<file path="src/rtl/core/swd_host_transfer_engine_assert.svh">
// assertion macros for the swd host rtl
`ifndef SWD_HOST_TRANSFER_ENGINE_ASSERT_SVH
`define SWD_HOST_TRANSFER_ENGINE_ASSERT_SVH

// checked on every clock edge outside reset
`define SWDH_ASSERT(label, prop, msg) \
  label: assert property (@(posedge clk) disable iff (!rst_n) prop) else $error(msg);

// checked on every clock edge, reset included
`define SWDH_ASSERT_ALWAYS(label, prop, msg) \
  label: assert property (@(posedge clk) prop) else $error(msg);

`endif

</file>
<file path="src/rtl/core/swdh_pkg.sv">
// ----------------------------------------------------------------------------
// swdh_pkg
// Shared types, constants and helpers of the swd host transfer engine.
// ----------------------------------------------------------------------------
`timescale 1ns / 1ps

package swdh_pkg;

  localparam int DATA_BITS  = 32;
  localparam int RESET_ONES = 56;
  localparam int SEQ_BITS   = 16;
  localparam int ZERO_BITS  = 16;
  localparam int Q_DEPTH    = 2;

  localparam logic [15:0] SWITCH_SEQ = 16'h79E7;
  localparam logic [15:0] HP_RESET   = 16'd50;

  localparam logic [2:0] ACK_OK    = 3'b001;
  localparam logic [2:0] ACK_WAIT  = 3'b010;
  localparam logic [2:0] ACK_FAULT = 3'b100;

  localparam logic [2:0] ST_OK     = 3'd0;
  localparam logic [2:0] ST_PARITY = 3'd1;
  localparam logic [2:0] ST_WAIT   = 3'd2;
  localparam logic [2:0] ST_FAULT  = 3'd3;
  localparam logic [2:0] ST_OTHER  = 3'd4;

  typedef enum logic [1:0] {
    CMD_TICK   = 2'd0,
    CMD_READ   = 2'd1,
    CMD_WRITE  = 2'd2,
    CMD_LRESET = 2'd3
  } cmd_t;

  typedef enum logic [3:0] {
    PH_IDLE     = 4'd0,
    PH_HDR      = 4'd1,
    PH_TRN_IN   = 4'd2,
    PH_ACK      = 4'd3,
    PH_TRN_FAIL = 4'd4,
    PH_RDATA    = 4'd5,
    PH_TRN_END  = 4'd6,
    PH_TRN_WR   = 4'd7,
    PH_WDATA    = 4'd8,
    PH_RST1     = 4'd9,
    PH_RSEQ     = 4'd10,
    PH_RST2     = 4'd11,
    PH_RZERO    = 4'd12
  } phase_t;

  // one classified tick word
  typedef struct packed {
    cmd_t                 cmd;
    logic [7:0]           header;
    logic [7:0]           attempts;
    logic [DATA_BITS:0]   wdata;
    logic                 din;
  } qentry_t;

  function automatic logic [2:0] ack_status(input logic [2:0] ack);
    logic [2:0] st;
    st = ST_OTHER;
    if (ack == ACK_WAIT) st = ST_WAIT;
    else if (ack == ACK_FAULT) st = ST_FAULT;
    return st;
  endfunction

endpackage

</file>
<file path="src/rtl/core/swdh_front.sv">
// ----------------------------------------------------------------------------
// swdh_front
// Accepts tick words, builds header, parity and attempt budget, and queues
// them for the bit engine.
// ----------------------------------------------------------------------------
`timescale 1ns / 1ps

module swdh_front (
  input  logic                       clk,
  input  logic                       rst_n,
  input  logic                       in_valid,
  output logic                       in_ready,
  input  logic [1:0]                 in_mode,
  input  logic                       in_port_select,
  input  logic [3:0]                 in_reg_address,
  input  logic [31:0]                in_write_data,
  input  logic [7:0]                 in_attempts,
  input  logic                       in_swdio_in,
  output logic                       q_valid,
  output swdh_pkg::qentry_t          q_data,
  input  logic                       q_pop
);

  localparam int PTR_W = $clog2(swdh_pkg::Q_DEPTH);
  localparam int CNT_W = $clog2(swdh_pkg::Q_DEPTH + 1);

  swdh_pkg::qentry_t q_mem [swdh_pkg::Q_DEPTH];
  logic [PTR_W-1:0]  wr_ptr_r;
  logic [PTR_W-1:0]  rd_ptr_r;
  logic [CNT_W-1:0]  q_count_r;
  swdh_pkg::qentry_t entry;
  logic              push;
  logic              rw;
  logic              par;

  always_comb begin
    rw             = (in_mode == swdh_pkg::CMD_READ);
    par            = in_port_select ^ rw ^ in_reg_address[2] ^ in_reg_address[3];
    entry.cmd      = swdh_pkg::cmd_t'(in_mode);
    entry.header   = {1'b1, 1'b0, par, in_reg_address[3], in_reg_address[2], rw,
                      in_port_select, 1'b1};
    entry.attempts = (in_attempts == 8'd0) ? 8'd1 : in_attempts;
    entry.wdata    = {^in_write_data, in_write_data};
    entry.din      = in_swdio_in;
  end

  assign in_ready = (q_count_r != CNT_W'(swdh_pkg::Q_DEPTH));
  assign push     = in_valid && in_ready;
  assign q_valid  = (q_count_r != '0);
  assign q_data   = q_mem[rd_ptr_r];

  always_ff @(posedge clk) begin
    if (push) begin
      q_mem[wr_ptr_r] <= entry;
    end
  end

  always_ff @(posedge clk) begin
    if (!rst_n) begin
      wr_ptr_r  <= '0;
      rd_ptr_r  <= '0;
      q_count_r <= '0;
    end else begin
      if (push) begin
        wr_ptr_r <= wr_ptr_r + 1'b1;
      end
      if (q_pop) begin
        rd_ptr_r <= rd_ptr_r + 1'b1;
      end
      case ({push, q_pop})
        2'b10:   q_count_r <= q_count_r + 1'b1;
        2'b01:   q_count_r <= q_count_r - 1'b1;
        default: q_count_r <= q_count_r;
      endcase
    end
  end

endmodule

</file>
<file path="src/rtl/core/swdh_back.sv">
// ----------------------------------------------------------------------------
// swdh_back
// Bit engine: one queued tick word per step, swclk divider, header, ack,
// data and line reset sequencing; state registers feed the result word.
// ----------------------------------------------------------------------------
`timescale 1ns / 1ps
`include "swd_host_transfer_engine_assert.svh"

module swdh_back (
  input  logic               clk,
  input  logic               rst_n,
  input  logic               cfg_valid,
  output logic               cfg_ready,
  input  logic [15:0]        cfg_half_period,
  input  logic               q_valid,
  input  swdh_pkg::qentry_t  q_data,
  output logic               q_pop,
  output logic               out_valid,
  input  logic               out_ready,
  output logic               out_swclk,
  output logic               out_swdio_out,
  output logic               out_swdio_oe,
  output logic               out_busy_res,
  output logic               out_done_res,
  output logic [2:0]         out_status,
  output logic [2:0]         out_last_ack,
  output logic [31:0]        out_read_data
);

  localparam int DB = swdh_pkg::DATA_BITS;

  logic [15:0]             half_period_r;
  swdh_pkg::phase_t        phase_r, phase_nxt;
  logic [6:0]              bit_index_r, bit_index_nxt;
  logic [DB:0]             shift_word_r, shift_word_nxt;
  logic [7:0]              header_r, header_nxt;
  logic [7:0]              attempts_r, attempts_nxt;
  logic [15:0]             div_r, div_nxt;
  logic                    clk_level_r, clk_level_nxt;
  logic                    drive_en_r, drive_en_nxt;
  logic                    drive_lvl_r, drive_lvl_nxt;
  logic [2:0]              ack_r, ack_nxt;
  logic                    parity_r, parity_nxt;
  logic                    is_read_r, is_read_nxt;
  logic [DB-1:0]           rx_word_r, rx_word_nxt;
  logic [2:0]              status_r, status_nxt;
  logic                    done_r, done_nxt;
  logic                    out_valid_r;

  logic                    step;
  logic [15:0]             h;
  logic [6:0]              bi_inc;
  logic                    go_enter;
  swdh_pkg::phase_t        enter_ph;
  logic                    go_finish;
  logic [2:0]              fin_st;
  logic [1:0]              drv;

  // {enable, level} driven at the start of a bit slot
  function automatic logic [1:0] slot_drive(input swdh_pkg::phase_t ph,
                                            input logic [6:0] bi,
                                            input logic [7:0] hb,
                                            input logic [DB:0] sw);
    logic [1:0] r;
    r = 2'b00;
    case (ph)
      swdh_pkg::PH_HDR:   r = {1'b1, hb[bi[2:0]]};
      swdh_pkg::PH_WDATA: r = {1'b1, (bi[5:0] <= 6'(DB)) ? sw[bi[5:0]] : 1'b0};
      swdh_pkg::PH_RST1,
      swdh_pkg::PH_RST2:  r = 2'b11;
      swdh_pkg::PH_RSEQ:  r = {1'b1, swdh_pkg::SWITCH_SEQ[4'd15 - bi[3:0]]};
      swdh_pkg::PH_RZERO: r = 2'b10;
      default:            r = 2'b00;
    endcase
    return r;
  endfunction

  assign cfg_ready = 1'b1;
  assign h         = (half_period_r == 16'd0) ? 16'd1 : half_period_r;
  assign step      = q_valid && (!out_valid_r || out_ready);
  assign q_pop     = step;

  always_comb begin
    phase_nxt      = phase_r;
    bit_index_nxt  = bit_index_r;
    shift_word_nxt = shift_word_r;
    header_nxt     = header_r;
    attempts_nxt   = attempts_r;
    div_nxt        = div_r;
    clk_level_nxt  = clk_level_r;
    drive_en_nxt   = drive_en_r;
    drive_lvl_nxt  = drive_lvl_r;
    ack_nxt        = ack_r;
    parity_nxt     = parity_r;
    is_read_nxt    = is_read_r;
    rx_word_nxt    = rx_word_r;
    status_nxt     = status_r;
    done_nxt       = done_r;
    bi_inc         = bit_index_r + 7'd1;
    go_enter       = 1'b0;
    enter_ph       = swdh_pkg::PH_IDLE;
    go_finish      = 1'b0;
    fin_st         = swdh_pkg::ST_OK;
    drv            = 2'b00;

    if (step) begin
      done_nxt = 1'b0;
      if (phase_r == swdh_pkg::PH_IDLE) begin
        case (q_data.cmd)
          swdh_pkg::CMD_READ,
          swdh_pkg::CMD_WRITE: begin
            header_nxt   = q_data.header;
            is_read_nxt  = (q_data.cmd == swdh_pkg::CMD_READ);
            attempts_nxt = q_data.attempts;
            if (q_data.cmd == swdh_pkg::CMD_WRITE) begin
              shift_word_nxt = q_data.wdata;
            end
            go_enter = 1'b1;
            enter_ph = swdh_pkg::PH_HDR;
          end
          swdh_pkg::CMD_LRESET: begin
            go_enter = 1'b1;
            enter_ph = swdh_pkg::PH_RST1;
          end
          default: ;
        endcase
      end else if ({1'b0, div_r} + 17'd1 >= {1'b0, h}) begin
        if (!clk_level_r) begin
          // rising edge: sample the line; the closing turnarounds drive it low
          clk_level_nxt = 1'b1;
          div_nxt       = '0;
          case (phase_r)
            swdh_pkg::PH_ACK: begin
              if (bit_index_r[1:0] != 2'd3) begin
                ack_nxt = ack_r | (3'(q_data.din) << bit_index_r[1:0]);
              end
            end
            swdh_pkg::PH_RDATA: begin
              if (bit_index_r < 7'(DB)) begin
                shift_word_nxt[bit_index_r[5:0]] = shift_word_r[bit_index_r[5:0]] | q_data.din;
                parity_nxt = parity_r ^ q_data.din;
              end else begin
                shift_word_nxt[DB] = shift_word_r[DB] | q_data.din;
              end
            end
            swdh_pkg::PH_TRN_FAIL,
            swdh_pkg::PH_TRN_END,
            swdh_pkg::PH_TRN_WR: begin
              drive_en_nxt  = 1'b1;
              drive_lvl_nxt = 1'b0;
            end
            default: ;
          endcase
        end else begin
          // end of slot
          case (phase_r)
            swdh_pkg::PH_HDR: begin
              if (bi_inc >= 7'd8) begin
                go_enter = 1'b1;
                enter_ph = swdh_pkg::PH_TRN_IN;
              end
            end
            swdh_pkg::PH_TRN_IN: begin
              ack_nxt  = 3'd0;
              go_enter = 1'b1;
              enter_ph = swdh_pkg::PH_ACK;
            end
            swdh_pkg::PH_ACK: begin
              if (bi_inc >= 7'd3) begin
                go_enter = 1'b1;
                if (ack_r == swdh_pkg::ACK_OK) begin
                  if (is_read_r) begin
                    shift_word_nxt = '0;
                    parity_nxt     = 1'b0;
                    enter_ph       = swdh_pkg::PH_RDATA;
                  end else begin
                    enter_ph = swdh_pkg::PH_TRN_WR;
                  end
                end else begin
                  enter_ph = swdh_pkg::PH_TRN_FAIL;
                end
              end
            end
            swdh_pkg::PH_TRN_FAIL: begin
              if (attempts_r <= 8'd1) begin
                attempts_nxt = 8'd0;
                go_finish    = 1'b1;
                fin_st       = swdh_pkg::ack_status(ack_r);
              end else begin
                attempts_nxt = attempts_r - 8'd1;
                go_enter     = 1'b1;
                enter_ph     = swdh_pkg::PH_HDR;
              end
            end
            swdh_pkg::PH_RDATA: begin
              if (bi_inc > 7'(DB)) begin
                rx_word_nxt = shift_word_r[DB-1:0];
                go_enter    = 1'b1;
                enter_ph    = swdh_pkg::PH_TRN_END;
              end
            end
            swdh_pkg::PH_TRN_END: begin
              go_finish = 1'b1;
              fin_st    = (parity_r ^ shift_word_r[DB]) ? swdh_pkg::ST_PARITY
                                                        : swdh_pkg::ST_OK;
            end
            swdh_pkg::PH_TRN_WR: begin
              go_enter = 1'b1;
              enter_ph = swdh_pkg::PH_WDATA;
            end
            swdh_pkg::PH_WDATA: begin
              if (bi_inc > 7'(DB)) begin
                go_finish = 1'b1;
              end
            end
            swdh_pkg::PH_RST1: begin
              if (bi_inc >= 7'(swdh_pkg::RESET_ONES)) begin
                go_enter = 1'b1;
                enter_ph = swdh_pkg::PH_RSEQ;
              end
            end
            swdh_pkg::PH_RSEQ: begin
              if (bi_inc >= 7'(swdh_pkg::SEQ_BITS)) begin
                go_enter = 1'b1;
                enter_ph = swdh_pkg::PH_RST2;
              end
            end
            swdh_pkg::PH_RST2: begin
              if (bi_inc >= 7'(swdh_pkg::RESET_ONES)) begin
                go_enter = 1'b1;
                enter_ph = swdh_pkg::PH_RZERO;
              end
            end
            swdh_pkg::PH_RZERO: begin
              if (bi_inc >= 7'(swdh_pkg::ZERO_BITS)) begin
                go_finish = 1'b1;
              end
            end
            default: go_finish = 1'b1;
          endcase

          if (go_finish) begin
            phase_nxt     = swdh_pkg::PH_IDLE;
            bit_index_nxt = '0;
            clk_level_nxt = 1'b0;
            div_nxt       = '0;
            drive_en_nxt  = 1'b1;
            drive_lvl_nxt = 1'b0;
            status_nxt    = fin_st;
            done_nxt      = 1'b1;
          end else if (!go_enter) begin
            bit_index_nxt = bi_inc;
            clk_level_nxt = 1'b0;
            div_nxt       = '0;
            drv           = slot_drive(phase_r, bi_inc, header_nxt, shift_word_nxt);
            drive_en_nxt  = drv[1];
            drive_lvl_nxt = drv[0];
          end
        end
      end else begin
        div_nxt = div_r + 16'd1;
      end

      if (go_enter) begin
        phase_nxt     = enter_ph;
        bit_index_nxt = '0;
        clk_level_nxt = 1'b0;
        div_nxt       = '0;
        drv           = slot_drive(enter_ph, 7'd0, header_nxt, shift_word_nxt);
        drive_en_nxt  = drv[1];
        drive_lvl_nxt = drv[0];
      end
    end
  end

  always_ff @(posedge clk) begin
    if (!rst_n) begin
      half_period_r <= swdh_pkg::HP_RESET;
      phase_r       <= swdh_pkg::PH_IDLE;
      bit_index_r   <= '0;
      attempts_r    <= '0;
      div_r         <= '0;
      clk_level_r   <= 1'b0;
      drive_en_r    <= 1'b0;
      drive_lvl_r   <= 1'b0;
      ack_r         <= '0;
      parity_r      <= 1'b0;
      is_read_r     <= 1'b0;
      rx_word_r     <= '0;
      status_r      <= swdh_pkg::ST_OK;
      done_r        <= 1'b0;
      out_valid_r   <= 1'b0;
    end else begin
      if (cfg_valid && cfg_ready) begin
        half_period_r <= cfg_half_period;
      end
      phase_r     <= phase_nxt;
      bit_index_r <= bit_index_nxt;
      attempts_r  <= attempts_nxt;
      div_r       <= div_nxt;
      clk_level_r <= clk_level_nxt;
      drive_en_r  <= drive_en_nxt;
      drive_lvl_r <= drive_lvl_nxt;
      ack_r       <= ack_nxt;
      parity_r    <= parity_nxt;
      is_read_r   <= is_read_nxt;
      rx_word_r   <= rx_word_nxt;
      status_r    <= status_nxt;
      done_r      <= done_nxt;
      if (step) begin
        out_valid_r <= 1'b1;
      end else if (out_ready) begin
        out_valid_r <= 1'b0;
      end
    end
  end

  always_ff @(posedge clk) begin
    shift_word_r <= shift_word_nxt;
    header_r     <= header_nxt;
  end

  assign out_valid     = out_valid_r;
  assign out_swclk     = clk_level_r;
  assign out_swdio_out = drive_en_r & drive_lvl_r;
  assign out_swdio_oe  = drive_en_r;
  assign out_busy_res  = (phase_r != swdh_pkg::PH_IDLE);
  assign out_done_res  = done_r;
  assign out_status    = status_r;
  assign out_last_ack  = ack_r;
  assign out_read_data = rx_word_r;

  `SWDH_ASSERT(a_done_idle, done_r |-> (phase_r == swdh_pkg::PH_IDLE && !clk_level_r), "done while not idle or swclk high")
  `SWDH_ASSERT(a_rise_busy, $rose(clk_level_r) |-> (phase_r != swdh_pkg::PH_IDLE), "swclk rose while idle")
  `SWDH_ASSERT(a_stall_hold, (out_valid_r && !out_ready) |=> ($stable(phase_r) && $stable(bit_index_r) && $stable(div_r)), "engine advanced while result stalled")
  `SWDH_ASSERT_ALWAYS(a_step_room, step |-> (!out_valid_r || out_ready), "step with no room for the result")

endmodule

</file>
<file path="src/rtl/core/swd_host_transfer_engine.sv">
// result word registered when the engine steps on its tick word from the queue, then held until taken
// one tick word per cycle sustained while out_ready is high: the bit engine takes one queued word per step
// a two-entry queue parts the classifying front from the engine, the state registers hold the result
// synchronous active-low reset: swclk low, swdio released, idle, half period 50
// ----------------------------------------------------------------------------
// swd_host_transfer_engine
// Serial wire debug host: reads, writes with retry, and line reset, one
// system clock tick per input word.
// ----------------------------------------------------------------------------
`timescale 1ns / 1ps

module swd_host_transfer_engine (
  input  logic        clk,
  input  logic        rst_n,
  input  logic        cfg_valid,
  output logic        cfg_ready,
  input  logic [15:0] cfg_half_period,
  input  logic        in_valid,
  output logic        in_ready,
  input  logic [1:0]  in_mode,
  input  logic        in_port_select,
  input  logic [3:0]  in_reg_address,
  input  logic [31:0] in_write_data,
  input  logic [7:0]  in_attempts,
  input  logic        in_swdio_in,
  output logic        out_valid,
  input  logic        out_ready,
  output logic        out_swclk,
  output logic        out_swdio_out,
  output logic        out_swdio_oe,
  output logic        out_busy_res,
  output logic        out_done_res,
  output logic [2:0]  out_status,
  output logic [2:0]  out_last_ack,
  output logic [31:0] out_read_data
);

  logic              q_valid;
  logic              q_pop;
  swdh_pkg::qentry_t q_data;

  swdh_front u_front (
    .clk            (clk),
    .rst_n          (rst_n),
    .in_valid       (in_valid),
    .in_ready       (in_ready),
    .in_mode        (in_mode),
    .in_port_select (in_port_select),
    .in_reg_address (in_reg_address),
    .in_write_data  (in_write_data),
    .in_attempts    (in_attempts),
    .in_swdio_in    (in_swdio_in),
    .q_valid        (q_valid),
    .q_data         (q_data),
    .q_pop          (q_pop)
  );

  swdh_back u_back (
    .clk             (clk),
    .rst_n           (rst_n),
    .cfg_valid       (cfg_valid),
    .cfg_ready       (cfg_ready),
    .cfg_half_period (cfg_half_period),
    .q_valid         (q_valid),
    .q_data          (q_data),
    .q_pop           (q_pop),
    .out_valid       (out_valid),
    .out_ready       (out_ready),
    .out_swclk       (out_swclk),
    .out_swdio_out   (out_swdio_out),
    .out_swdio_oe    (out_swdio_oe),
    .out_busy_res    (out_busy_res),
    .out_done_res    (out_done_res),
    .out_status      (out_status),
    .out_last_ack    (out_last_ack),
    .out_read_data   (out_read_data)
  );

endmodule
</file>
<file path="config.mk">
export PLATFORM = sky130hd
export DESIGN_NAME = swd_host_transfer_engine
export DESIGN_NICKNAME = d
export VERILOG_FILES = /design/src/rtl/core/swdh_pkg.sv /design/src/rtl/core/swdh_front.sv /design/src/rtl/core/swdh_back.sv /design/src/rtl/core/swd_host_transfer_engine.sv
export VERILOG_INCLUDE_DIRS = /design/src /design/src/rtl/core
export SDC_FILE = /design/constraint.sdc
export NUM_CORES = 1
export LEC_CHECK = 0
export BUFFER_PORTS_ARGS = -buffer_cell sky130_fd_sc_hd__buf_2
export CORE_UTILIZATION = 60
export CTS_BUF_LIST = sky130_fd_sc_hd__clkbuf_16
export DETAILED_ROUTE_END_ITERATION = 16
export HOLD_SLACK_MARGIN = 0.15
export PLACE_DENSITY = 0.76
export SYNTH_ARGS = -nofsm -noshare
export SYNTH_HDL_FRONTEND = slang
export SYNTH_SLANG_ARGS = --single-unit
export TNS_END_PERCENT = 100
</file>
<file path="constraint.sdc">
create_clock -name clk -period 4.6 [get_ports clk]
set_input_delay 0.92 -clock clk [delete_from_list [all_inputs] [get_ports clk]]
set_output_delay 0.92 -clock clk [all_outputs]
set_load 0.1 [all_outputs]
</file>
==> flow_summary.toml <==
[sta]
worstMarginPinSlew_ps = 1041
fmax_mhz = 236.8
hold_viol = 0
skew_ps = 25.49
max_slew_margin_pct = 30.08
hold_slack_ps = 447.8
tns_ps = 0
min_period_over_period_pct = 91.81
fin_crit_ps = 4223
setup_violations = 0
rsz0062_at_grt = "no"
slew_viol_final = 0

[placed_design]
io_buffers = 111
place_area_sq_um = 13200
hpwl_um = 21220
gp_routability_congestion = 0.9446

[clock_tree]
holdBufCountCts = 0
ctsHtreeMaxLevel = 1
cts_tree = "done"
cts_made_buffers = 26
cts.sinks = 238
root_buffer = "clkbuf_16"
clock_path_buffers = 3
path_clk_slew_ps = 60
clk_latency_ps = 550
post_cts_buffers = 0
cts_resized = 0

[cells_and_area]
post-route-util_pct = 69.26
num_antenna_cells = 0
n_fill_cell = 1639
area_growth_pct = 13.09
multi_input_area_sq_um = 5793
fin_area_sq_um = 14010
drive_above_1_share_pct = 16.34
finalNetCount = 1442
regArea_sq_um = 6137

[logic_synthesis]
synth.distinct_cells = 78
synthFlopType = "edfxtp_1"
syn_nets = 1360
ys_seq_area_share_pct = 49.52
ys_ff_latch = 238
synthArstFlopShare_pct = 0
synth.avg_cell_area_sq_um = 9.811
synth.largest_area_cell = "edfxtp_1"
synth_area_sq_um = 12390
synth_top_area_share_pct = 33.20
yosys_warnings = 0
synthCells = 1263
yosys-top-cells-area = "edfxtp_1 (33%), dfxtp_1 (16%), nand2_1 (5.1%), mux2i_1 (4.8%), a21oi_1 (4.6%)"
synth-edff-count = 137

[worst_setup_path]
cp-start-kind = "register"
cp_data_arrival_time_ps = 4640
path_class = "reg2reg"
worstPathMaxFanout = 6
crit_path_end_kind = "register"
crit_required_ps = 5010

[pwr]
cellLeakagePower_nw = 5.086
pwr-share-seq_pct = 43.0
switching_share_pct = 33.74
powerDensity_nw_per_um2 = 463.6
pwr-share-comb_pct = 27.2
vdd_ir_drop_max_v = 0.0004150
p_switching_mw = 2.192
power.internal_mw = 4.305
p_clk_share_pct = 29.8

[detailed_routing]
drc = 0
avgRoutedWirePerCell_um = 18.62
postRouteAntennaNets = 0
wl_um = 30440
drt-initial-drc-count = 834
via_per_inst = 6.139
first_pass_iters = 6
vias = 10037

[die]
initial_core_util_pct = 61.24
die_w_um = 145.7
fp-row-count = 52
io_pins = 115
fp.dieH_um = 145.7
die_area_sq_um = 21230
core-area_sq_um = 20230

[outcome]
outcome = "complete, no violations"

[global_route]
first_global_vias = 9407
grt_first_pass_wirelength_um = 48930
gr-total-overflow = 0
grt_max_degree = 56
antenna_found_initial = 0
grt_usage_pct = 28.62

[run]
drv_cap = 0

[hold_path]
hold_class = "reg2reg"
[final timing paths]
check	from	end	slack [ps]	cells past startpoint
min	u_back.out_status[2]	u_back.out_status[2]	450	2
max reg2reg	u_back.div_r[2]	u_back.drive_lvl_r	380	17
min reg2reg	u_back.out_status[2]	u_back.out_status[2]	450	2
max	u_back.div_r[2]	u_back.drive_lvl_r	380	17
[layout by cell type, fill, tap and decap left out, drive strengths merged, types with 14 or more instances in the layout]
master  instances
a21oi         113
xor2           15
dfxtp         101
nor2           95
xnor2          44
a32oi          33
mux2i          59
a22oi          21
edfxtp        137
nor3           28
o21ai          38
buf           144
nand2         169
ha             28
clkbuf         26
inv            40
nand3          31
o22ai          38
nor2b          14
[per-layer routing]
metal / wire [um] / up-vias / GRT usage, %
li1: - / 4797 / -
met1: 12900 / 4801 / 40.33
met2: 14470 / 371 / 45.48
met3: 2285 / 68 / 4.420
met4: 792 / 0 / 9.000
met5: 0 / - / 0
[cells in the mapped netlist, types with 29 or more instances]
library cell and n:
nand2_1 169, edfxtp_1 137, a21oi_1 113, dfxtp_1 101, nor2_1 92, clkbuf_1 65
mux2i_1 59, xnor2_1 44, o22ai_1 38, o21ai_0 37, a32oi_1 33, inv_1 33
nand3_1 29
[power groups by stage]
| stage | Combinational (mW) | Clock (mW) | Sequential, mW |
|---|---|---|---|
| floorplan | 1.29 | 0 | 2.79 |
| global placement | 1.71 | 0 | 2.82 |
| detailed placement | 1.74 | 0 | 2.83 |
| CTS | 1.76 | 1.97 | 2.79 |
| global route | 1.93 | 2.05 | 2.82 |
| finish | 1.77 | 1.93 | 2.79 |
[critical path, stage by stage (launching register included)]
cell,delay (ps)
dfxtp_1,420
nand3_1,190
nor2_1,180
nand2_1,80
nor2_1,260
nand3_1,210
nor2_1,170
xor2_1,260
ha_1,290
nand3_1,90
o21bai_1,80
a32oi_1,420
nand3_1,410
and3_1,290
a211oi_1,380
o32ai_1,150
nand3_1,150
a31oi_1,80
[per-stage QoR]
step                      power [mW]  std cells  setup slack (ps)
final                          6.497       1635             376.8
after global routing           6.794       1635            0.7105
after CTS                      6.513       1635             447.4
after detailed placement       4.572       1587             478.1
after global placement         4.523       1587             501.8
after floorplan                4.077       1263             580.6
[registers in the layout, indices dropped and copies added, names as in the netlist, 2 cells and up, named ones only]
name,count
u_back.attempts_r,8
u_back.bit_index_r,7
u_back.div_r,16
u_back.half_period_r,16
u_back.header_r,6
u_back.out_last_ack,3
u_back.out_read_data,32
u_back.out_status,3
u_back.phase_r,4
u_back.shift_word_r,33
u_front.q_count_r,2
u_front.q_mem,98
[logic make-up (layout without fill, tap and decap cells)]
group / after synthesis / count (layout) / synth area share (%)
multiplexers: 72 / 72 / 6.492
XOR/XNOR: 59 / 59 / 4.170
adder cells (fa/ha/maj): 28 / 28 / 2.827
flip-flops: 238 / 238 / 49.52
AND/OR/NAND/NOR: 411 / 411 / 15.51
buffers and inverters: 125 / 227 / 4.009
other: 1 / 1 / 0.03026
AO/OA/AOI/OAI: 329 / 329 / 17.45
[area by class of cell]
cell class / instances / share of cell area, %
sequential: 238 / 43.79
multi-input combinational: 900 / 41.34
timing repair buffer: 144 / 5.732
clock buffer: 26 / 4.643
tap: 270 / 2.411
clock inverter: 22 / 1.143
inverter: 35 / 0.9375
(Power assumes the default switching activity.)
